[src/design/bfmc_pkg.sv]
// Package for the chained-hash Bloom filter: opcodes, hash constants, the
// datapath command type and the controller/datapath command and status structs.
// No dependencies.
package bfmc_pkg;

	localparam logic [1:0] OP_ADD  = 2'd0;
	localparam logic [1:0] OP_TEST = 2'd1;
	localparam logic [1:0] OP_TADD = 2'd2;
	localparam logic [1:0] OP_NONE = 2'd3;

	localparam logic [31:0] MM_C1  = 32'hcc9e2d51;
	localparam logic [31:0] MM_C2  = 32'h1b873593;
	localparam logic [31:0] MM_ADD = 32'he6546b64;
	localparam logic [31:0] MM_F1  = 32'h85ebca6b;
	localparam logic [31:0] MM_F2  = 32'hc2b2ae35;

	localparam logic [4:0] NUM_HASHES_RST = 5'd3;

	typedef enum logic [3:0] {
		CMD_NOP,
		CMD_LOAD,
		CMD_PASS,
		CMD_RINIT,
		CMD_K1,
		CMD_K2,
		CMD_K3,
		CMD_F1,
		CMD_F2,
		CMD_F3,
		CMD_MOD,
		CMD_RD,
		CMD_WR,
		CMD_CHK,
		CMD_CLR
	} dp_cmd_t;

	typedef struct packed {
		dp_cmd_t cmd;
	} ctl_t;

	typedef struct packed {
		logic [1:0] op;
		logic       n_zero;
		logic       no_chunks;
		logic       chunk_last;
		logic       mod_last;
		logic       round_last;
		logic       clr_last;
		logic       all_set;
		logic       hit;
	} stat_t;

endpackage

[src/design/bfmc_ctrl.sv]
// Controller of the Bloom filter: one-hot state machine that clears the
// filter after reset and sequences the hash rounds and filter accesses.
// Depends on bfmc_pkg.
module bfmc_ctrl
	import bfmc_pkg::*;
(
	input  logic  clk,
	input  logic  arst_n,
	input  logic  start,
	input  stat_t st,
	output ctl_t  ctl,
	output logic  busy,
	output logic  done
);

	typedef enum logic [14:0] {
		S_CLEAR = 15'b000000000000001,
		S_IDLE  = 15'b000000000000010,
		S_DISP  = 15'b000000000000100,
		S_PASS2 = 15'b000000000001000,
		S_RINIT = 15'b000000000010000,
		S_K1    = 15'b000000000100000,
		S_K2    = 15'b000000001000000,
		S_K3    = 15'b000000010000000,
		S_F1    = 15'b000000100000000,
		S_F2    = 15'b000001000000000,
		S_F3    = 15'b000010000000000,
		S_MOD   = 15'b000100000000000,
		S_ACC   = 15'b001000000000000,
		S_CHK   = 15'b010000000000000,
		S_DONE  = 15'b100000000000000
	} state_t;

	state_t state_q;
	state_t state_d;
	logic   wr_q;
	logic   wr_d;

	always_comb begin
		state_d = state_q;
		wr_d    = wr_q;
		ctl.cmd = CMD_NOP;
		case (state_q)
			S_CLEAR: begin
				ctl.cmd = CMD_CLR;
				if (st.clr_last) begin
					state_d = S_IDLE;
				end
			end
			S_IDLE: begin
				if (start) begin
					ctl.cmd = CMD_LOAD;
					state_d = S_DISP;
				end
			end
			S_DISP: begin
				if ((st.op == OP_NONE) || st.n_zero) begin
					state_d = S_DONE;
				end else begin
					ctl.cmd = CMD_PASS;
					wr_d    = (st.op == OP_ADD);
					state_d = S_RINIT;
				end
			end
			S_PASS2: begin
				ctl.cmd = CMD_PASS;
				wr_d    = 1'b1;
				state_d = S_RINIT;
			end
			S_RINIT: begin
				ctl.cmd = CMD_RINIT;
				state_d = st.no_chunks ? S_F1 : S_K1;
			end
			S_K1: begin
				ctl.cmd = CMD_K1;
				state_d = S_K2;
			end
			S_K2: begin
				ctl.cmd = CMD_K2;
				state_d = S_K3;
			end
			S_K3: begin
				ctl.cmd = CMD_K3;
				state_d = st.chunk_last ? S_F1 : S_K1;
			end
			S_F1: begin
				ctl.cmd = CMD_F1;
				state_d = S_F2;
			end
			S_F2: begin
				ctl.cmd = CMD_F2;
				state_d = S_F3;
			end
			S_F3: begin
				ctl.cmd = CMD_F3;
				state_d = S_MOD;
			end
			S_MOD: begin
				ctl.cmd = CMD_MOD;
				if (st.mod_last) begin
					state_d = S_ACC;
				end
			end
			S_ACC: begin
				if (wr_q) begin
					ctl.cmd = CMD_WR;
					state_d = st.round_last ? S_DONE : S_RINIT;
				end else begin
					ctl.cmd = CMD_RD;
					state_d = S_CHK;
				end
			end
			S_CHK: begin
				ctl.cmd = CMD_CHK;
				if (!st.round_last) begin
					state_d = S_RINIT;
				end else if ((st.op == OP_TADD) && !(st.all_set && st.hit)) begin
					state_d = S_PASS2;
				end else begin
					state_d = S_DONE;
				end
			end
			S_DONE: state_d = S_IDLE;
			default: state_d = S_IDLE;
		endcase
	end

	always_ff @(posedge clk or negedge arst_n) begin
		if (!arst_n) begin
			state_q <= S_CLEAR;
			wr_q    <= 1'b0;
		end else begin
			state_q <= state_d;
			wr_q    <= wr_d;
		end
	end

	assign busy = (state_q != S_IDLE);
	assign done = (state_q == S_DONE);

	a_onehot: assert property (@(posedge clk) disable iff (!arst_n) $onehot(state_q))
		else $error("Controller state is not one-hot.");
	a_done_pulse: assert property (@(posedge clk) disable iff (!arst_n) done |=> !done)
		else $error("Result strobe lasted more than one cycle.");
	a_start_busy: assert property (@(posedge clk) disable iff (!arst_n)
		(start && !busy) |=> busy)
		else $error("Accepted beat did not make the block busy.");
	a_write_no_chk: assert property (@(posedge clk) disable iff (!arst_n)
		(state_q == S_CHK) |-> !wr_q)
		else $error("Test check ran during a write pass.");

endmodule

[config.mk]
export PLATFORM = sky130hd
export DESIGN_NAME = bfmc_ctrl
export DESIGN_NICKNAME = d
export VERILOG_FILES = /design/src/design/bfmc_pkg.sv /design/src/design/bfmc_ctrl.sv
export SDC_FILE = /design/constraint.sdc
export NUM_CORES = 1
export LEC_CHECK = 0
export ABC_AREA = 1
export BUFFER_PORTS_ARGS = -buffer_cell sky130_fd_sc_hd__buf_2
export CORE_MARGIN = 1
export CORE_UTILIZATION = 55
export DETAILED_ROUTE_END_ITERATION = 6
export PLACE_DENSITY = 0.78
export SLEW_MARGIN = 0
export SYNTH_ARGS = -nofsm -noshare
export SYNTH_HDL_FRONTEND = slang
export SYNTH_SLANG_ARGS = --single-unit
export TNS_END_PERCENT = 10
[constraint.sdc]
create_clock -name clk -period 2.03 [get_ports clk]
set_input_delay 0 -clock clk [delete_from_list [all_inputs] [get_ports clk]]
set_output_delay 0 -clock clk [all_outputs]
set_load 0.005 [all_outputs]
Word level (Yosys, flattened, before mapping)
Cells that the tools add are included.
Widths: inputs -> output; s select.
{"block": "op_classes", "n_eq_ne": 22, "mux": 17, "n_reduce_logical": 8}
{"op": "$pmux 15 s14", "n": 1}
{"op": "$mux 15", "n": 8}
{"op": "$pmux 4 s14", "n": 1}
{"op": "$mux 9", "n": 2}
{"op": "$eq 15x1->1 const B", "n": 1}
{"op": "$eq 15x10->1 const B", "n": 1}
{"op": "$eq 15x11->1 const B", "n": 1}
{"op": "$eq 15x12->1 const B", "n": 1}
{"op": "$eq 15x13->1 const B", "n": 1}
{"op": "$eq 15x14->1 const B", "n": 1}
{"op": "$eq 15x15->1 const B", "n": 1}
{"op": "$eq 15x2->1 const B", "n": 1}
{"op": "$eq 15x3->1 const B", "n": 1}
{"op": "$eq 15x4->1 const B", "n": 1}
{"op": "$eq 15x5->1 const B", "n": 1}
{"op": "$eq 15x6->1 const B", "n": 1}
{"op": "$eq 15x7->1 const B", "n": 1}
{"op": "$eq 15x8->1 const B", "n": 1}
{"op": "$eq 15x9->1 const B", "n": 1}
{"op": "$ne 15x2->1 const B", "n": 1}
{"op": "$ne 2x2->1 const B", "n": 4}
{"op": "$eq 2x2->1 const B", "n": 2}
{"op": "$mux 3", "n": 1}
{"op": "$reduce_and 3->1", "n": 1}
{"op": "9 further kinds", "n": 11}
{"block": "totals", "reg_bits": 16, "inputBits": 13}

Longest topological paths before layout
Gate-level depths: netlist (run 1).
{"block": "logic_depth", "word_depth": 6, "depth_mapped": 11}

Worst setup path after synthesis (run 1)
No wires, ideal clock.
{"block": "synth_path", "kind": "flip-flop to flip-flop", "start": "register state_q[0]", "end": "register state_q[1]", "setup_ps": 69, "arrival_ps": 1341, "setup_slack_ps": 620, "path_stages_with_launch": 11, "synth_period_minus_slack_ps": 1410, "cell_sequence": "dfstp_2 -> nor2_2 -> nand2_2 -> nor2_8 -> nand2_1 -> nand2_1 -> nor2_2 -> nand2_2 -> nor2_4 -> nor2_2 -> nor2_2"}
{"block": "synth_via", "elab_chain_cells": 3, "elab_cells_between_ends": 19}
{"element": "start: declaration", "line_no": "bfmc_ctrl.sv:34", "source": "state_t state_q;"}
{"element": "start signal: assignment", "line_no": "bfmc_ctrl.sv:133", "source": "state_q <= state_d;"}
{"element": "$eq 15x12->1 (tied with other cells)", "line_no": "bfmc_ctrl.sv:43", "source": "case (state_q)"}
{"element": "$ne 2x2->1 (no source line)"}
{"element": "$reduce_and 3->1 (no source line)"}
Parallel ways exist; a longest one is shown, timed or not.
A chain may end at the register's enable or synchronous reset.

Worst setup path after layout (run 1)
{"block": "layout_path", "start": "register state_q[9]", "end": "register state_q[5]"}
The elaborated chain is that of the path after synthesis.

==> results of run 1 <==
layer usage:
layer | up-vias | wire length [um]
met5 | - | 0
met4 | 0 | 68
met3 | 12 | 127
met2 | 46 | 1250
met1 | 474 | 1060
li1 | 531 | -
layout make-up:
| class | instances | area share |
|---|---|---|
| flip-flops and latches | 16 | 0.294 |
| repair buffers | 27 | 0.130 |
| well taps | 27 | 0.0248 |
| multi-input cells | 113 | 0.476 |
| inverters | 20 | 0.0550 |
| clock buffers | 4 | 0.0193 |
state kept, by name, indices dropped and copies added (netlist names):
register / flops
state_q: 15
wr_q: 1
Yosys cell counts, types with 3 or more instances:
cell / count / share of area
sky130_fd_sc_hd__dfrtp_1: 15 / 0.33
sky130_fd_sc_hd__inv_1: 16 / 0.053
sky130_fd_sc_hd__inv_2: 4 / 0.013
sky130_fd_sc_hd__nand2_1: 30 / 0.099
sky130_fd_sc_hd__nand2_2: 6 / 0.033
sky130_fd_sc_hd__nand2_4: 6 / 0.059
sky130_fd_sc_hd__nand3_1: 8 / 0.035
sky130_fd_sc_hd__nor2_1: 28 / 0.092
sky130_fd_sc_hd__nor2_2: 9 / 0.049
sky130_fd_sc_hd__nor2_4: 4 / 0.039
sky130_fd_sc_hd__o21ai_1: 3 / 0.013
logic make-up after synthesis:
kind of cell	count (synthesis)	synth area share
AOI/OAI and AO/OA	12	0.0811
and+or+nand+nor	101	0.484
DFF	16	0.352
buffers and inverters	21	0.0833
worst max-delay path, stage by stage, from the launching register on:
cell,delay (ns)
sky130_fd_sc_hd__dfrtp_1,0.43
sky130_fd_sc_hd__nor2_4,0.17
sky130_fd_sc_hd__nand2_4,0.08
sky130_fd_sc_hd__nor2_4,0.13
sky130_fd_sc_hd__buf_4,0.24
sky130_fd_sc_hd__nand2_4,0.07
sky130_fd_sc_hd__o22ai_1,0.15
sky130_fd_sc_hd__dlygate4sd3_1,0.58
stage by stage:
stage	utilization	hold WS (ns)	total power, uW	area, sq um	cells
2_1_floorplan	-	-0.296	887	1140	150
3_3_place_gp	0.638	-0.0738	996	1250	195
3_5_place_dp	0.638	-0.0727	1010	1250	195
4_1_cts	0.693	0.0398	1200	1360	207
5_1_grt	0.695	0.0529	1290	1360	207
6_report	0.695	0.0375	1220	1360	207
repair_timing:
item                                    CTS  global route
endpoints found under the setup margin    0             1
hold endpoints to repair                 23             0
resized for setup                         0             1
hold buffers                              8             0
power by group through the flow:
stage / sequential [uW] / combinational, uW / clock [uW]
detailed placement: 403 / 603 / 0
global placement: 403 / 593 / 0
finish: 401 / 637 / 179
global route: 403 / 690 / 192
CTS: 397 / 622 / 177
floorplan: 397 / 491 / 0
worst paths after layout:
check                                           to  cells after the start              startpoint
hold / removal             state_q[11]$_DFFE_PN0P_                      3                   st[4]
hold reg to reg            state_q[13]$_DFFE_PN0P_                      1        wr_q$_DFFE_PN0P_
setup reg to reg            state_q[5]$_DFFE_PN0P_                      7  state_q[9]$_DFFE_PN0P_
min in group asynchronous  state_q[11]$_DFFE_PN0P_                      2                  arst_n
setup / recovery            state_q[5]$_DFFE_PN0P_                      7  state_q[9]$_DFFE_PN0P_
max in group asynchronous   state_q[0]$_DFFE_PN1P_                      2                  arst_n
==> results.txt, run 1 <==
----------------------------------------------------
[Timing]
  Slew of the pin with the lowest slew margin ... about 0.35 ns
  Fin Setup TNS ... 0 ns
  Part of the cycle the worst path needs ... 0.943
  Final Slew Violations ... 0
  Post-route clock skew ... ~0.0023 ns
  Worst setup slack after layout ... roughly 0.12 ns
  Slew margin rel. ... 0.767
  Final Hold Viols ... 0
  Count of final setup violators ... 0
  RSZ-0062 raised after global routing ... false
  F_max ... between 0.5 and 0.6 GHz
  Minimum clock period ... approximately 1.9 ns

[Clock network]
  Clock network latency to the later pin of the worst-skew pair ... between 0.2 and 0.3 ns
  Clock tree sinks ... 16
  Number of buffers created by CTS ... 3
  Clock buffer depth ... 2
  H-tree levels ... 1
  TritonCTS clock tree ... yes
  Clock transition at the registers of the reported paths ... roughly 0.10 ns
  Clock Tree Root ... sky130_fd_sc_hd__clkbuf_4
  Total setup buffers inserted after CTS ... 0

[Floorplanning]
  Total die area ... 2260 sq um
  Height of the chip ... approximately 48 um
  I/O pin total ... 19
  Effective utilization at floorplan ... 0.582
  Die outline width ... 47.6 um
  Number of standard-cell rows in the floorplan ... 16
  Floorplan Core Area ... around 2000 sq um

[Cells and area]
  Number of diodes added for antenna fixing ... 0
  Most common cell after layout, fill and taps aside ... sky130_fd_sc_hd__nand2_1
  Fill cell instance count of the final layout ... between 150 and 200
  Total area of sequential cells ... roughly 400 sq um
  Share of final-layout standard cells stronger than drive strength 1 ... 0.322
  Post-synthesis to final-layout area growth ... 19.5%
  Area of the multi-input gates ... between 600 and 700 sq um
  Most frequent cells in the layout ... sky130_fd_sc_hd__nand2_1, sky130_fd_sc_hd__nor2_1, sky130_fd_sc_hd__buf_2, sky130_fd_sc_hd__inv_1, sky130_fd_sc_hd__dfrtp_1
  Net count of the finished layout ... between 150 and 200

[Run]
  Max Cap Violations ... 0

[Pwr]
  Total leakage power ... between 0.0007 and 0.0008 uW
  Power Dens Cells ... ~890 nW/um^2
  Portion of total power attributed to the clock network ... 0.147
  IR Drop Worst-Case VDD ... 735 uV
  Switching power total ... about 550 uW
  Portion of total power attributed to sequential cells ... 0.329
  Internal portion of total power ... around 670 uW
  Net Sw Frac ... 0.450
  Logic gate share of total power ... 0.524

[Synthesis]
  Synth warnings ... 0
  Number of instances in the synthesized netlist ... 150
  Sequential-to-total area share from yosys stat ... 0.352
  Count of state elements after synthesis ... 16
  Synthesized cell area ... 1140 sq um
  Mean area per synthesized cell ... about 7.6 sq um
  Commonest register cell after synthesis ... sky130_fd_sc_hd__dfrtp_1
  FFs w/ async S/R, synth ... 1.00
  Number of distinct library cells after synthesis ... 28
  Number of enable flip-flop cells after synthesis ... 0
  Syn_nets ... around 160

[Detailed routing]
  Remaining DRCs ... 0
  Post-DR wirelength/cell ... roughly 12 um
  DRC violation total after the first TritonRoute iteration ... 36
  Routed wire length ... 2510 um
  Vias ... about 1,100
  ANT nets after route ... 0
  Number of iterations in the first detailed-routing pass ... 6
  Vias per cell ... between 5 and 6

[Global routing]
  Most used routing layer ... met2
  Antenna violations before repair ... 0
  Overall global routing resource usage ... 0.255
  Global Route met2 Usage ... 0.468
  Largest net degree at the start of global routing ... 17
  First-pass GRT wire length ... ~4000 um
  Number of global-route vias before repair ... roughly 970
  Global Route met1 Usage ... 0.304
  Met3 Resource Use GR ... 0.0340
  Remaining global-route overflow ... 0

[Worst setup path]
  Data required time of the critical path ... between 2 and 2.5 ns
  Max Fanout on Critical Path ... 9
  Kind of start point of the critical path ... flip-flop
  Critical path arrival ... 2.14 ns
  Minimum setup slack among reg-to-reg paths ... ~0.12 ns
  Crit. End Element ... flip-flop
  Critical path class ... reg2reg

[Placed design]
  Port bufs ... 18
  Detailed-placement wirelength estimate ... 1950 um
  Worst slack, placed ... about 0.43 ns
  Global placement routability congestion ... between 0.8 and 0.9

[Outcome]
  Status ... completed

[Hold path]
  Type of the tightest min-delay check ... in2reg

----------------------------------------------------
(Power assumes the default switching activity.)
==> run 2, diff against run 1 <==
- CORE_UTILIZATION: 55 -> 40
- PLACE_DENSITY: 0.78 -> default
==> run 2 against run 1 <==
  * Clock power rose by 20%
  * Core utilization shrank 19 points
  * Largest cell class unchanged
  * Clock-buffer cell count unchanged
  * Critical endpoint unchanged
==> results.txt, run 2 (same netlist as run 1, synthesis figures left out) <==
----------------------------------------------------
[Worst setup path]
  Kind of start point of the critical path ... flip-flop
  Max Fanout on Critical Path ... 8 (-1)
  Minimum setup slack among reg-to-reg paths ... 0.11 ns (about the same)
  Critical path arrival ... 2.15 ns (about the same)
  Origin of the worst setup path ... state_q[9]$_DFFE_PN0P_
  Crit. End Element ... flip-flop
  Crit Reg-Reg Startpoint ... state_q[9]$_DFFE_PN0P_
  Data required time of the critical path ... 2.26 ns (about the same)
  Critical path class ... reg2reg

[Detailed routing]
  DRC violation total after the first TritonRoute iteration ... 49 (+36%)
  Number of iterations in the first detailed-routing pass ... 4 (-2)
  Vias ... 1,042 (-2.0%)
  Post-DR wirelength/cell ... 11.6 um (-4.4%)
  ANT nets after route ... 0 (unchanged)
  Routed wire length ... 2450 um (-2.5%)
  Remaining DRCs ... 0 (unchanged)
  Vias per cell ... 4.94 (-3.8%)

[Clock network]
  Clock transition at the registers of the reported paths ... 0.10 ns (about the same)
  Clock Tree Root ... sky130_fd_sc_hd__clkbuf_4
  Clock buffer depth ... 2 (unchanged)
  Total setup buffers inserted after CTS ... 0 (unchanged)
  Clock network latency to the later pin of the worst-skew pair ... 0.29 ns (about the same)
  H-tree levels ... 1 (unchanged)
  TritonCTS clock tree ... yes
  Clock tree sinks ... 16 (unchanged)
  Number of buffers created by CTS ... 3 (unchanged)

[Cells and area]
  Most common cell after layout, fill and taps aside ... sky130_fd_sc_hd__nand2_1
  Net count of the finished layout ... 194 (unchanged)
  Post-route cell area ... 1380 sq um (+0.92%)
  Most frequent cells in the layout ... sky130_fd_sc_hd__nand2_1, sky130_fd_sc_hd__nor2_1, sky130_fd_sc_hd__buf_2, sky130_fd_sc_hd__inv_1, sky130_fd_sc_hd__dfrtp_1
  Share of final-layout standard cells stronger than drive strength 1 ... 0.333 (+0.0111)
  Post-synthesis to final-layout area growth ... 20.6%
  Biggest regs ... state_q: 15 flops, wr_q: 1 flops
  Register with the highest flop count ... state_q
  Flip-flop count of the largest register after layout ... 15 (unchanged)
  Number of diodes added for antenna fixing ... 0 (unchanged)

[Hold path]
  HP Start ... st[7]
  Type of the tightest min-delay check ... in2reg

[Floorplanning]
  Floorplan Core Area ... 2730 sq um (+39%)
  Height of the chip ... 55.4 um (+17%)
  Number of standard-cell rows in the floorplan ... 19 (+3)
  Effective utilization at floorplan ... 0.417 (-0.164)
  I/O pin total ... 19 (unchanged)
  Total die area ... 3070 sq um (+36%)
  Die outline width ... 55.4 um (+17%)

[Timing]
  Fin Setup TNS ... 0 ns (unchanged)
  Minimum clock period ... 1.92 ns (+0.00377 ns)
  Slew of the pin with the lowest slew margin ... 0.370 ns (+0.0208 ns)
  Final Slew Violations ... 0 (unchanged)
  Part of the cycle the worst path needs ... 0.945 (+0.00186)
  Hold Worst Slack ... 0.0100 ns (-0.0275 ns)
  Final Hold Viols ... 0 (unchanged)
  F_max ... 0.521 GHz (-0.20%)
  Post-route clock skew ... 0.00951 ns (+0.00721 ns)
  RSZ-0062 raised after global routing ... false
  Slew margin rel. ... 0.753 (-0.0139)
  Count of final setup violators ... 0 (unchanged)

[Pwr]
  Net Sw Frac ... 0.434 (-0.0158)
  Total leakage power ... 0.000759 uW (+0.38%)
  Logic gate share of total power ... 0.501 (-0.023)
  IR Drop Worst-Case VDD ... 498 uV (-32%)
  Portion of total power attributed to sequential cells ... 0.324 (-0.005)
  Internal portion of total power ... 698 uW (+4.2%)
  Switching power total ... 535 uW (-2.2%)
  Portion of total power attributed to the clock network ... 0.175 (+0.028)
  Power Dens Cells ... 896 nW/um^2 (+0.41%)

[Global routing]
  Number of global-route vias before repair ... 1,000 (+2.9%)
  Largest net degree at the start of global routing ... 17 (unchanged)
  First-pass GRT wire length ... 4300 um (+9.7%)
  Overall global routing resource usage ... 0.177 (-0.0781)
  Remaining global-route overflow ... 0 (unchanged)
  Antenna violations before repair ... 0 (unchanged)

[Placed design]
  Post-placement cell area ... 1260 sq um (+0.40%)
  Global placement routability congestion ... 0.856 (-3.5%)
  Detailed-placement wirelength estimate ... 1990 um (+1.6%)
  Port bufs ... 18 (unchanged)

[Run]
  Max Cap Violations ... 0 (unchanged)

[Outcome]
  Status ... completed

----------------------------------------------------
## run 2: cell count changes in the layout (fill, tap and decap cells not counted)
cell | previous run | this run
sky130_fd_sc_hd__nand2_4 | 7 | 6
sky130_fd_sc_hd__clkbuf_8 | 0 | 1
sky130_fd_sc_hd__nand2_2 | 5 | 6
sky130_fd_sc_hd__clkbuf_1 | 1 | 0
sky130_fd_sc_hd__nor2_2 | 9 | 10
sky130_fd_sc_hd__nor2_1 | 28 | 27
## run 2: stage by stage
step | std cells | utilization | setup WS [ns] | total power, uW
final | 211 | 0.503 | 0.111 | 1230
after global routing | 211 | 0.503 | 0.0169 | 1320
after CTS | 211 | 0.503 | 0.107 | 1240
after detailed placement | 199 | 0.460 | 0.431 | 1010
after global placement | 199 | 0.460 | 0.452 | 1010
after floorplan | 150 | - | 0.620 | 887
## run 2: final timing paths
check,endpoint,cells past startpoint
setup / recovery,state_q[5]$_DFFE_PN0P_,7
hold / removal,state_q[14]$_DFFE_PN0P_,3
setup reg to reg,state_q[5]$_DFFE_PN0P_,7
hold reg to reg,state_q[13]$_DFFE_PN0P_,1
max in group asynchronous,state_q[0]$_DFFE_PN1P_,2
min in group asynchronous,state_q[2]$_DFFE_PN0P_,2
## run 2: worst max-delay path, stage by stage (launching register included)
cell                            delay [ns]
sky130_fd_sc_hd__dfrtp_1              0.43
sky130_fd_sc_hd__nor2_4               0.17
sky130_fd_sc_hd__nand2_4              0.09
sky130_fd_sc_hd__nor2_4               0.15
sky130_fd_sc_hd__buf_4                0.23
sky130_fd_sc_hd__nand2_4              0.08
sky130_fd_sc_hd__o22ai_1              0.15
sky130_fd_sc_hd__dlygate4sd3_1        0.57
## run 2: area by class of cell
class	count	area, sq um
Fill cell	271	1360
Sequential cell	16	402
Tap cell	31	38.8
Inverter	20	75.1
Timing Repair Buffer	27	178
Multi-Input combinational cell	113	647
Clock buffer	4	36.3
## run 2: power groups by stage
| stage | Clock, uW | Sequential (uW) | Combinational (uW) |
|---|---|---|---|
| finish | 215 | 400 | 618 |
| floorplan | 0 | 397 | 491 |
| detailed placement | 0 | 403 | 612 |
| global route | 236 | 406 | 681 |
| global placement | 0 | 405 | 602 |
| CTS | 222 | 398 | 623 |
## run 2: metal layers
| metal | vias up | track usage | share of wire |
|---|---|---|---|
| li1 | 531 | - | - |
| met4 | 0 | 0.0643 | 0.016 |
| met1 | 484 | 0.237 | 0.47 |
| met3 | 5 | 0.0211 | 0.032 |
| met5 | - | 0 | 0 |
| met2 | 22 | 0.293 | 0.49 |
## run 2: repair_timing
| action | in CTS | in global routing |
|---|---|---|
| hold endpoints to repair | 23 | 0 |
| setup endpoints to repair | 0 | 1 |
| resized for setup | 0 | 1 |
| hold buffers | 8 | 0 |
